$ cat config.mk
export PLATFORM = sky130hd
export DESIGN_NAME = substring_first_match_flat
export DESIGN_NICKNAME = d
export VERILOG_FILES = /design/src/rtl/ssfm_pkg.sv /design/src/rtl/ssfm_in_if.sv /design/src/rtl/ssfm_out_if.sv /design/src/rtl/substring_first_match.sv /design/src/rtl/ssfm_cell.sv /design/src/flat_wrapper.sv
export SDC_FILE = /design/constraint.sdc
export NUM_CORES = 1
export LEC_CHECK = 0
export BUFFER_PORTS_ARGS = -buffer_cell sky130_fd_sc_hd__clkbuf_2
export CORE_ASPECT_RATIO = 1.75
export CORE_MARGIN = 3
export CORE_UTILIZATION = 30
export DETAILED_ROUTE_END_ITERATION = 16
export GPL_ROUTABILITY_DRIVEN = 0
export GPL_TIMING_DRIVEN = 0
export PLACE_DENSITY = 0.46
export RECOVER_POWER = 25
export SLEW_MARGIN = 5
export SYNTH_ARGS = -nofsm -noshare
export SYNTH_HDL_FRONTEND = slang
export SYNTH_SLANG_ARGS = --single-unit
$ cat constraint.sdc
create_clock -name clk_i -period 5.12 [get_ports clk_i]
set_input_delay 0.768 -clock clk_i [delete_from_list [all_inputs] [get_ports clk_i]]
set_output_delay 0.768 -clock clk_i [all_outputs]
set_load 0.02 [all_outputs]
$ cat src/rtl/ssfm_pkg.sv
// Shared types and constants for the substring first-match search block.
`default_nettype none
package ssfm_pkg;

  localparam int NEEDLE_MAX = 32;
  localparam int CODE_W     = 21;
  localparam int LEN_W      = $clog2(NEEDLE_MAX + 1);
  localparam int COUNT_W    = 32;
  localparam int FUNC_W     = 2;
  localparam int STATUS_W   = 2;

  typedef enum logic [FUNC_W-1:0] {
    FUNC_START  = 2'd0,
    FUNC_NEEDLE = 2'd1,
    FUNC_HAY    = 2'd2,
    FUNC_END    = 2'd3
  } func_e;

  typedef enum logic [STATUS_W-1:0] {
    STATUS_FOUND     = 2'd0,
    STATUS_NOT_FOUND = 2'd1,
    STATUS_TOO_LONG  = 2'd2
  } status_e;

  typedef struct packed {
    logic load;
    logic shift;
    logic clear;
  } cell_ctrl_t;

endpackage
`default_nettype wire

$ cat src/rtl/ssfm_in_if.sv
// Request channel carrying search commands and character codes.
`default_nettype none
interface ssfm_in_if;
  logic                         valid;
  logic                         ready;
  logic [ssfm_pkg::FUNC_W-1:0]  func;
  logic [ssfm_pkg::CODE_W-1:0]  code;

  modport source (output valid, output func, output code, input ready);
  modport sink   (input valid, input func, input code, output ready);
endinterface
`default_nettype wire

$ cat src/rtl/ssfm_out_if.sv
// Result channel carrying the search status and match position.
`default_nettype none
interface ssfm_out_if;
  logic                          valid;
  logic                          ready;
  logic [ssfm_pkg::STATUS_W-1:0] status;
  logic [ssfm_pkg::COUNT_W-1:0]  position;

  modport source (output valid, output status, output position, input ready);
  modport sink   (input valid, input status, input position, output ready);
endinterface
`default_nettype wire

$ cat src/rtl/substring_first_match.sv
// Top level of the substring first-match search with its chain of match cells.
//
// Requests arrive on req_i: a start command, then needle codes one per request,
// then haystack codes one per request, then an end command. Each search gives
// at most one result on res_o: found with the start position of the first
// match, not found, or needle too long. Results wait in one output register.
// One request is taken in every cycle; the result of a request appears on
// res_o in the cycle after it is accepted. All needle positions are compared
// at once by the cell row, and each partial-match bit moves one cell on per
// haystack code, so the rate is set by the single compare in each cell.
// While a result waits and the receiver holds ready low, req_i stalls.
// Reset clears the search state as an empty-needle search; stored needle codes
// keep no reset value and only the loaded ones can affect a result.
`default_nettype none
module substring_first_match (
  input  logic              clk_i,
  input  logic              rst_ni,
  ssfm_in_if.sink           req_i,
  ssfm_out_if.source        res_o
);

  localparam int NMAX = ssfm_pkg::NEEDLE_MAX;
  localparam int LW   = ssfm_pkg::LEN_W;
  localparam int CW   = ssfm_pkg::COUNT_W;

  logic [LW-1:0]            len_q, len_d;
  logic [CW-1:0]            count_q, count_d, count_inc;
  logic                     answered_q, answered_d;
  logic                     overflow_q, overflow_d;
  logic                     out_valid_q, out_valid_d;
  logic [ssfm_pkg::STATUS_W-1:0] out_status_q, out_status_d;
  logic [CW-1:0]            out_pos_q, out_pos_d;

  logic                     accept;
  logic                     emit;
  logic                     load_en;
  logic                     shift_en;
  logic                     clear_en;
  logic                     found;
  logic [NMAX-1:0]          match_q;
  logic [NMAX-1:0]          match_next;
  logic [NMAX-1:0]          last_mask;
  ssfm_pkg::cell_ctrl_t     cell_ctrl [NMAX];

  assign req_i.ready = !out_valid_q || res_o.ready;
  assign accept      = req_i.valid && req_i.ready;

  always_comb begin
    for (int k = 0; k < NMAX; k++) begin
      last_mask[k] = (len_q == LW'(k + 1));
    end
  end

  assign found     = |(match_next & last_mask);
  assign count_inc = (count_q != '1) ? (count_q + CW'(1)) : count_q;

  always_comb begin
    len_d        = len_q;
    count_d      = count_q;
    answered_d   = answered_q;
    overflow_d   = overflow_q;
    out_status_d = out_status_q;
    out_pos_d    = out_pos_q;
    load_en      = 1'b0;
    shift_en     = 1'b0;
    clear_en     = 1'b0;
    emit         = 1'b0;
    if (accept) begin
      case (req_i.func)
        ssfm_pkg::FUNC_START: begin
          clear_en   = 1'b1;
          len_d      = '0;
          count_d    = '0;
          answered_d = 1'b0;
          overflow_d = 1'b0;
        end
        ssfm_pkg::FUNC_NEEDLE: begin
          if (!answered_q && (count_q == '0)) begin
            if (len_q < LW'(NMAX)) begin
              load_en = 1'b1;
              len_d   = len_q + LW'(1);
            end else begin
              overflow_d = 1'b1;
            end
          end
        end
        ssfm_pkg::FUNC_HAY, ssfm_pkg::FUNC_END: begin
          if (!answered_q) begin
            if (overflow_q) begin
              emit         = 1'b1;
              out_status_d = ssfm_pkg::STATUS_TOO_LONG;
              out_pos_d    = '0;
            end else if (len_q == '0) begin
              emit         = 1'b1;
              out_status_d = ssfm_pkg::STATUS_FOUND;
              out_pos_d    = '0;
            end else if (req_i.func == ssfm_pkg::FUNC_END) begin
              emit         = 1'b1;
              out_status_d = ssfm_pkg::STATUS_NOT_FOUND;
              out_pos_d    = '0;
            end else begin
              shift_en = 1'b1;
              count_d  = count_inc;
              if (found) begin
                emit         = 1'b1;
                out_status_d = ssfm_pkg::STATUS_FOUND;
                out_pos_d    = count_inc - CW'(len_q);
              end
            end
          end
        end
        default: begin
          clear_en = 1'b0;
        end
      endcase
      if (emit) begin
        answered_d = 1'b1;
      end
    end
  end

  always_comb begin
    out_valid_d = out_valid_q;
    if (emit) begin
      out_valid_d = 1'b1;
    end else if (res_o.ready) begin
      out_valid_d = 1'b0;
    end
  end

  always_ff @(posedge clk_i or negedge rst_ni) begin
    if (!rst_ni) begin
      len_q       <= '0;
      count_q     <= '0;
      answered_q  <= 1'b0;
      overflow_q  <= 1'b0;
      out_valid_q <= 1'b0;
    end else begin
      len_q       <= len_d;
      count_q     <= count_d;
      answered_q  <= answered_d;
      overflow_q  <= overflow_d;
      out_valid_q <= out_valid_d;
    end
  end

  always_ff @(posedge clk_i) begin
    out_status_q <= out_status_d;
    out_pos_q    <= out_pos_d;
  end

  for (genvar k = 0; k < NMAX; k++) begin : g_cell
    logic prev_match;
    if (k == 0) begin : g_first
      assign prev_match = 1'b1;
    end else begin : g_rest
      assign prev_match = match_q[k-1];
    end

    always_comb begin
      cell_ctrl[k].load  = load_en && (len_q == LW'(k));
      cell_ctrl[k].shift = shift_en;
      cell_ctrl[k].clear = clear_en;
    end

    ssfm_cell u_cell (
      .clk_i        (clk_i),
      .rst_ni       (rst_ni),
      .ctrl_i       (cell_ctrl[k]),
      .code_i       (req_i.code),
      .prev_match_i (prev_match),
      .match_o      (match_q[k]),
      .match_next_o (match_next[k])
    );
  end

  assign res_o.valid    = out_valid_q;
  assign res_o.status   = out_status_q;
  assign res_o.position = out_pos_q;

`ifndef NO_ASSERTIONS
  a_single_answer: assert property (@(posedge clk_i) disable iff (!rst_ni)
    emit |-> !answered_q)
    else $error("second result given within one search");

  a_answer_holds: assert property (@(posedge clk_i) disable iff (!rst_ni)
    (answered_q && !(accept && (req_i.func == ssfm_pkg::FUNC_START))) |=> answered_q)
    else $error("answered flag dropped without a start request");

  a_overflow_full: assert property (@(posedge clk_i) disable iff (!rst_ni)
    overflow_q |-> (len_q == LW'(NMAX)))
    else $error("needle overflow flagged before the store is full");
`endif

endmodule
`default_nettype wire

$ cat src/rtl/ssfm_cell.sv
// One search cell: a stored needle code and the partial-match bit ending here.
`default_nettype none
module ssfm_cell (
  input  logic                        clk_i,
  input  logic                        rst_ni,
  input  ssfm_pkg::cell_ctrl_t        ctrl_i,
  input  logic [ssfm_pkg::CODE_W-1:0] code_i,
  input  logic                        prev_match_i,
  output logic                        match_o,
  output logic                        match_next_o
);

  logic [ssfm_pkg::CODE_W-1:0] needle_q;
  logic                        match_q;
  logic                        match_d;

  always_ff @(posedge clk_i) begin
    if (ctrl_i.load) begin
      needle_q <= code_i;
    end
  end

  assign match_next_o = prev_match_i && (code_i == needle_q);

  always_comb begin
    match_d = match_q;
    if (ctrl_i.clear) begin
      match_d = 1'b0;
    end else if (ctrl_i.shift) begin
      match_d = match_next_o;
    end
  end

  always_ff @(posedge clk_i or negedge rst_ni) begin
    if (!rst_ni) begin
      match_q <= 1'b0;
    end else begin
      match_q <= match_d;
    end
  end

  assign match_o = match_q;

endmodule
`default_nettype wire

$ cat src/flat_wrapper.sv
// flat-port wrapper written by rule: the top's interface ports become plain ports
module substring_first_match_flat 
  (clk_i, rst_ni, req_i_valid, req_i_func, req_i_code, req_i_ready, res_o_valid, res_o_status, res_o_position, res_o_ready);
  ssfm_in_if req_i_i ();
  ssfm_out_if res_o_i ();
  input  logic clk_i;
  input  logic rst_ni;
  input wire logic [$bits(req_i_i.valid)-1:0] req_i_valid;
  input wire logic [$bits(req_i_i.func)-1:0] req_i_func;
  input wire logic [$bits(req_i_i.code)-1:0] req_i_code;
  output wire logic [$bits(req_i_i.ready)-1:0] req_i_ready;
  output wire logic [$bits(res_o_i.valid)-1:0] res_o_valid;
  output wire logic [$bits(res_o_i.status)-1:0] res_o_status;
  output wire logic [$bits(res_o_i.position)-1:0] res_o_position;
  input wire logic [$bits(res_o_i.ready)-1:0] res_o_ready;
  assign req_i_i.valid = req_i_valid;
  assign req_i_i.func = req_i_func;
  assign req_i_i.code = req_i_code;
  assign req_i_ready = req_i_i.ready;
  assign res_o_valid = res_o_i.valid;
  assign res_o_status = res_o_i.status;
  assign res_o_position = res_o_i.position;
  assign res_o_i.ready = res_o_ready;
  substring_first_match u_core (.clk_i(clk_i), .rst_ni(rst_ni), .req_i(req_i_i), .res_o(res_o_i));
endmodule
======== Word-level counts from Yosys, hierarchy flattened ========
Index checks and enable logic that the tools add are counted.
storage, ports and cells
  bits in registers ....................... 778
  input port bits ......................... 27
  output and inout port bits .............. 36
cells by class
  reduce and logical (&&, ||, !) cells .... 86
  order comparisons ....................... 1
  add/subtract/negate cells ............... 3
  bitwise logic cells ..................... 2
  multiplexer cells ....................... 102
  eq/ne operators ......................... 75
operators by type and width
  kind                                                  count
  equality test 21 bit                                  32
  two-way mux 32 bit                                    6
  equality test 6 x 5 -> 1 bit (second input constant)  16
  two-way mux 1 bit                                     88
  logical AND 1 bit                                     65
  case mux 32 bit (2 select lines)                      1
  equality test 6 x 4 -> 1 bit (second input constant)  8
  adder 32 x 1 -> 32 bit (second input constant)        1
  bitwise AND 32 bit                                    1
  logical NOT 32 bit                                    1
  != test 32 bit (second input constant)                1
  OR reduction 32 bit                                   1
  subtractor 32 x 6 -> 32 bit                           1
  equality test 6 x 3 -> 1 bit (second input constant)  4
  equality test 6 x 2 -> 1 bit (second input constant)  2
  two-way mux 6 bit                                     2
  case mux 6 bit (2 select lines)                       1
  AND reduction 4 bit                                   3
  != test 2 bit (second input constant)                 5
  nonzero test 2 bit                                    5
  adder 6 x 1 -> 6 bit (second input constant)          1
  equality test 6 x 1 -> 1 bit (second input constant)  1
  equality test 6 bit (second input constant)           1
  logical NOT 6 bit                                     1
  other kinds (15)                                      21

======== Logic depth before layout (Yosys ltp) ========
  depth after elaboration ................. 13
  depth in mapped cells ................... 17
  gate-level depth less buffers ........... 16

======== Modules after synthesis ========
From an unflattened synthesis, not the netlist that was laid out.
unflattened totals
  cell total of the unflattened synthesis .. 2530
  area, all modules ....................... 35572.9 µm²
modules (own cells, without submodules)
  module                 times used  cells an instance  seq. area each (µm²)  area an instance (µm²)
  ssfm_cell              32          58                 655.6                 935.9
  substring_first_match  1           674                2047.0                5624.1

======== Worst setup path before layout ========
Ideal clock, no wire load.
  kind .................................... input to register
  from .................................... input req_i_code[11]
  to ...................................... register u_core.out_pos_q[0] (netlist: u_core.res_o.position[0]), enable pin
  stages .................................. 12
  library setup time ...................... 0.425 ns
  path buffers ............................ 3
  arrival ................................. 4.418 ns
  setup slack ............................. 0.277 ns
  cells stage by stage .................... clkbuf_1 > buf_1 > clkbuf_1 > xnor2_1 > nand4_1 > nor4_1 > nand3_1 > nand3_1 > a21oi_1 > nor3_1 > o21bai_1 > nor2_1
on the way
  cells in the longest elaborated chain, start to end .. 6
  elaborated cells between the ends (all ways) .. 67
  classes of those cells .................. 32 x eq/ne; 1 x bitwise; 34 x reduce/logical
RTL lines
  what                             RTL line                      RTL
  start: declaration               flat_wrapper.sv:10            input wire logic [$bits(req_i_i.code)-1:0] req_i_code;
  equality test 21 bit             ssfm_cell.sv:23               assign match_next_o = prev_match_i && (code_i == needle_q);
  logical AND 1 bit                ssfm_cell.sv:23
  bitwise AND 32 bit *             substring_first_match.sv:54   assign found = |(match_next & last_mask);
  OR reduction 32 bit *            substring_first_match.sv:54
  nonzero test 4 bit (no line) *   n/a
  AND reduction 4 bit (no line) *  n/a
  end signal: assignment           substring_first_match.sv:149  out_pos_q <= out_pos_d;
  end: declaration                 substring_first_match.sv:32   logic [CW-1:0] out_pos_q, out_pos_d;
Every way passes the cells marked *; elsewhere a longest branch is shown, timed or not.
A chain may end at the register's enable or synchronous reset.

======== Worst setup path in the final report ========
  from .................................... input req_i_code[11]
  to ...................................... register u_core.out_pos_q[9] (netlist: u_core.res_o.position[9]), enable pin
The elaborated chain is that of the path after synthesis.

==> run metrics <==
worst reg-to-reg setup slack=~230 ps; WL final=~120000 um; Max-Cap Viols=2; Post-Layout Inst Area=0.03981 sq mm; sequential-to-total area share from yosys stat=roughly 67%; layout cells sized above 1=about an eighth; measured slew at the worst slew-check pin=2396 ps; GRT overflow=0; Reg clk slew, reported paths=~60 ps; post-detail-place hpwl=between 70000 and 80000 um; initial antenna violation count=4; cell count after synthesis=2411; Tot Pwr=around 14 mW; Lkg Pwr=between 10 and 15 nW; clock sinks=approximately 780; CTS tree=built; predominant post-synthesis flop cell=edfxtp_1; worst vdd ir=approximately 0.00025 V; TritonCTS buffer count=74; fill cell count=10840; CP endpoint kind=flip-flop; Syn Area/Cell=14.22 sq um; DR pass1 iterations=7; Syn Nets=between 2000 and 2500; element type at the critical path start=input port; Cell Rows=approximately 160; Placed Area=around 0.037 sq mm; library cells used by synthesis=71; unrepaired setup endpoints after global routing=false; WHS Path Cells=2; DIE HEIGHT=between 400 and 500 um; ANT nets after route=0; Final Hold Fails=0; # setup viols final=0; DR iter-0 viols=between 1500 and 2000; chip width=roughly 260 um; routing usage on met2=between 40% and 50%; routing usage on met3=around 2.9%; die area=between 0.1 and 0.15 sq mm; Layout Area Growth over Synthesis=16.12%; WL per Instance=roughly 30 um; max_slew headroom=-59.70%; Post-synth EDFFs=just over 700; PortBufs=approximately 60; worst endpoint required time=around 5500 ps; final slew viol count=75; hold crit path type=reg2reg; cell area after synthesis=0.03428 sq mm; first-pass GRT wire length=170300 um; M1 GR Usage=a little over a fifth; period utilization=a little over nine tenths; Remaining DRCs=0; clk_skew=between 30 and 40 ps; I/O Pins=63; CP Class=in2reg; Via density=5.064; Syn. warnings=0; Initial Utilization=30.29%; Worst-Skew Late Latency=roughly 700 ps; Root Buffer=clkbuf_16; status=finished with violations; pwr dens=~350 mW/mm^2; post-layout minimum cycle time=5055 ps; Longest Clk Path Bufs=3; gr usage total=20.97%; failing checks=capacitance limit, slew limit; register bit total from synthesis=about 800; Core Util, Final=about a third; hold slack=between 400 and 500 ps; Core Area=around 0.11 sq mm; Multi-input gate area=0.01092 sq mm; Worst R2R Path Depth=17; ys async rst share=a little under a tenth; DR vias=around 21000; largest net degree at the start of global routing=38; Reg area=about 0.023 sq mm; crit path DAT=about 5400 ps; vias in the first global route=21460; max frequency=0.1978 GHz; final-stage net count=around 2600; crit-path max FO=34; global route hottest layer=met2; H-tree levels=3
-- per-stage QoR --
step	instances	setup slack, ps	TNS (ps)
floorplan	2411	277.3	0
global placement	3957	-4774	-196590
detailed placement	3993	-1981	-76270
CTS	4131	11.41	0
global route	4134	1.818	0
finish	4134	65.46	0
-- path summary, 6_finish.rpt --
check                                              endpoint                              from
max                                u_core.res_o.position[9]                    req_i_code[11]
max reg2reg                       u_core.res_o.position[25]                u_core.count_q[24]
min                        u_core.g_cell[28].u_cell.match_o  u_core.g_cell[28].u_cell.match_o
min in group asynchronous                u_core.count_q[26]                            rst_ni
max in group asynchronous  u_core.g_cell[19].u_cell.match_o                            rst_ni
min reg2reg                u_core.g_cell[28].u_cell.match_o  u_core.g_cell[28].u_cell.match_o
-- where the power goes --
group	switching, mW	internal (mW)	total (mW)
sequential	0.0230	6.96	6.98
combinational	0.869	0.359	1.23
clock	2.52	3.04	5.55
total	3.41	10.4	13.8
-- state kept, by name, summed over array words and instances (netlist names) --
signal / flops
u_core.overflow_q: 1
u_core.g_cell.u_cell.match_o: 31
u_core.res_o.valid: 1
u_core.answered_q: 1
u_core.g_cell.u_cell.needle_q: 672
u_core.res_o.position: 32
u_core.count_q: 32
u_core.res_o.status: 2
u_core.len_q: 6
-- kinds of logic (layout without fill, tap and decap cells) --
group	count (synthesis)	in the layout	share of synthesized area (%)
AO/OA/AOI/OAI	142	142	2.595
XOR/XNOR	723	723	18.49
adder cells (fa/ha/maj)	13	13	0.4963
buffers and inverters	146	383	1.671
flip-flops	778	778	67.09
multiplexers	6	6	0.1971
other	0	1	0
AND/OR/NAND/NOR	603	603	9.453
-- cell usage after synthesis (45+ instances only) --
| cell type | n | area (sq um) |
|---|---|---|
| edfxtp_1 | 706 | 21200 |
| xnor2_1 | 573 | 5019 |
| nand4_1 | 155 | 969.7 |
| xor2_1 | 149 | 1305 |
| nand2_1 | 113 | 424.2 |
| nor2_1 | 105 | 394.1 |
| nor4_1 | 79 | 494.2 |
| dfrtp_1 | 72 | 1802 |
| o21ai_0 | 71 | 355.3 |
| clkbuf_1 | 68 | 255.2 |
| nand3_1 | 56 | 280.3 |
| buf_1 | 45 | 168.9 |
-- cells in the final DEF (no fill, tap or decap), types with 9 or more instances in the layout --
master / synthesis / final
clkbuf_1: 68 / 71
nor4_1: 79 / 64
nand2_1: 113 / 113
dfrtp_1: 72 / 72
xor2_1: 149 / 149
a31oi_1: 9 / 9
o31ai_1: 9 / 9
nand4_1: 155 / 155
inv_1: 17 / 17
nand3_1: 56 / 56
nor3_1: 21 / 20
o21ai_0: 71 / 69
clkinv_1: 0 / 17
clkbuf_4: 0 / 20
clkinv_2: 0 / 9
clkbuf_16: 0 / 77
clkbuf_2: 1 / 53
and3_1: 21 / 21
buf_4: 2 / 12
buf_2: 13 / 45
nor2_1: 105 / 72
nor4_2: 0 / 13
ha_1: 12 / 12
buf_8: 0 / 30
a21oi_1: 13 / 13
nor2_2: 0 / 32
xnor2_1: 573 / 573
edfxtp_1: 706 / 706
-- worst max-delay path, stage by stage --
cell and delay (ps):
clkbuf_4 130, buf_16 240, clkbuf_1 460, buf_2 640
clkbuf_2 650, xnor2_1 200, nand4_1 130, nor4_2 690
nand3_1 190, nand3_1 130, a21oi_1 70, nor3_1 330
o21bai_1 260, nor2_4 150, buf_12 220
-- final cells by class --
class | instances | area share [%]
inverter | 17 | 0.1603
multi-input combinational | 1487 | 27.42
buffer | 129 | 1.584
antenna | 1 | 0.006286
clock buffer | 91 | 5.022
tap | 1485 | 4.667
sequential | 778 | 57.78
timing repair buffer | 104 | 2.486
clock inverter | 42 | 0.8769
-- metal layers --
| layer | part of all wire (%) | routed length (um) | up-vias |
|---|---|---|---|
| met5 | 0 | 0 | - |
| met4 | 6.1 | 7651 | 0 |
| met3 | 4.1 | 5060 | 248 |
| met2 | 55 | 69010 | 679 |
| met1 | 34 | 42820 | 10890 |
| li1 | - | - | 9116 |
-- repair_timing --
action,CTS,global route
resized for setup,37,12
pin swaps,2,2
setup buffers,5,2
gates cloned,0,0
hold buffers,0,0
endpoints found under the setup margin,51,45
No activity file was read; power rests on OpenSTA's default activity.
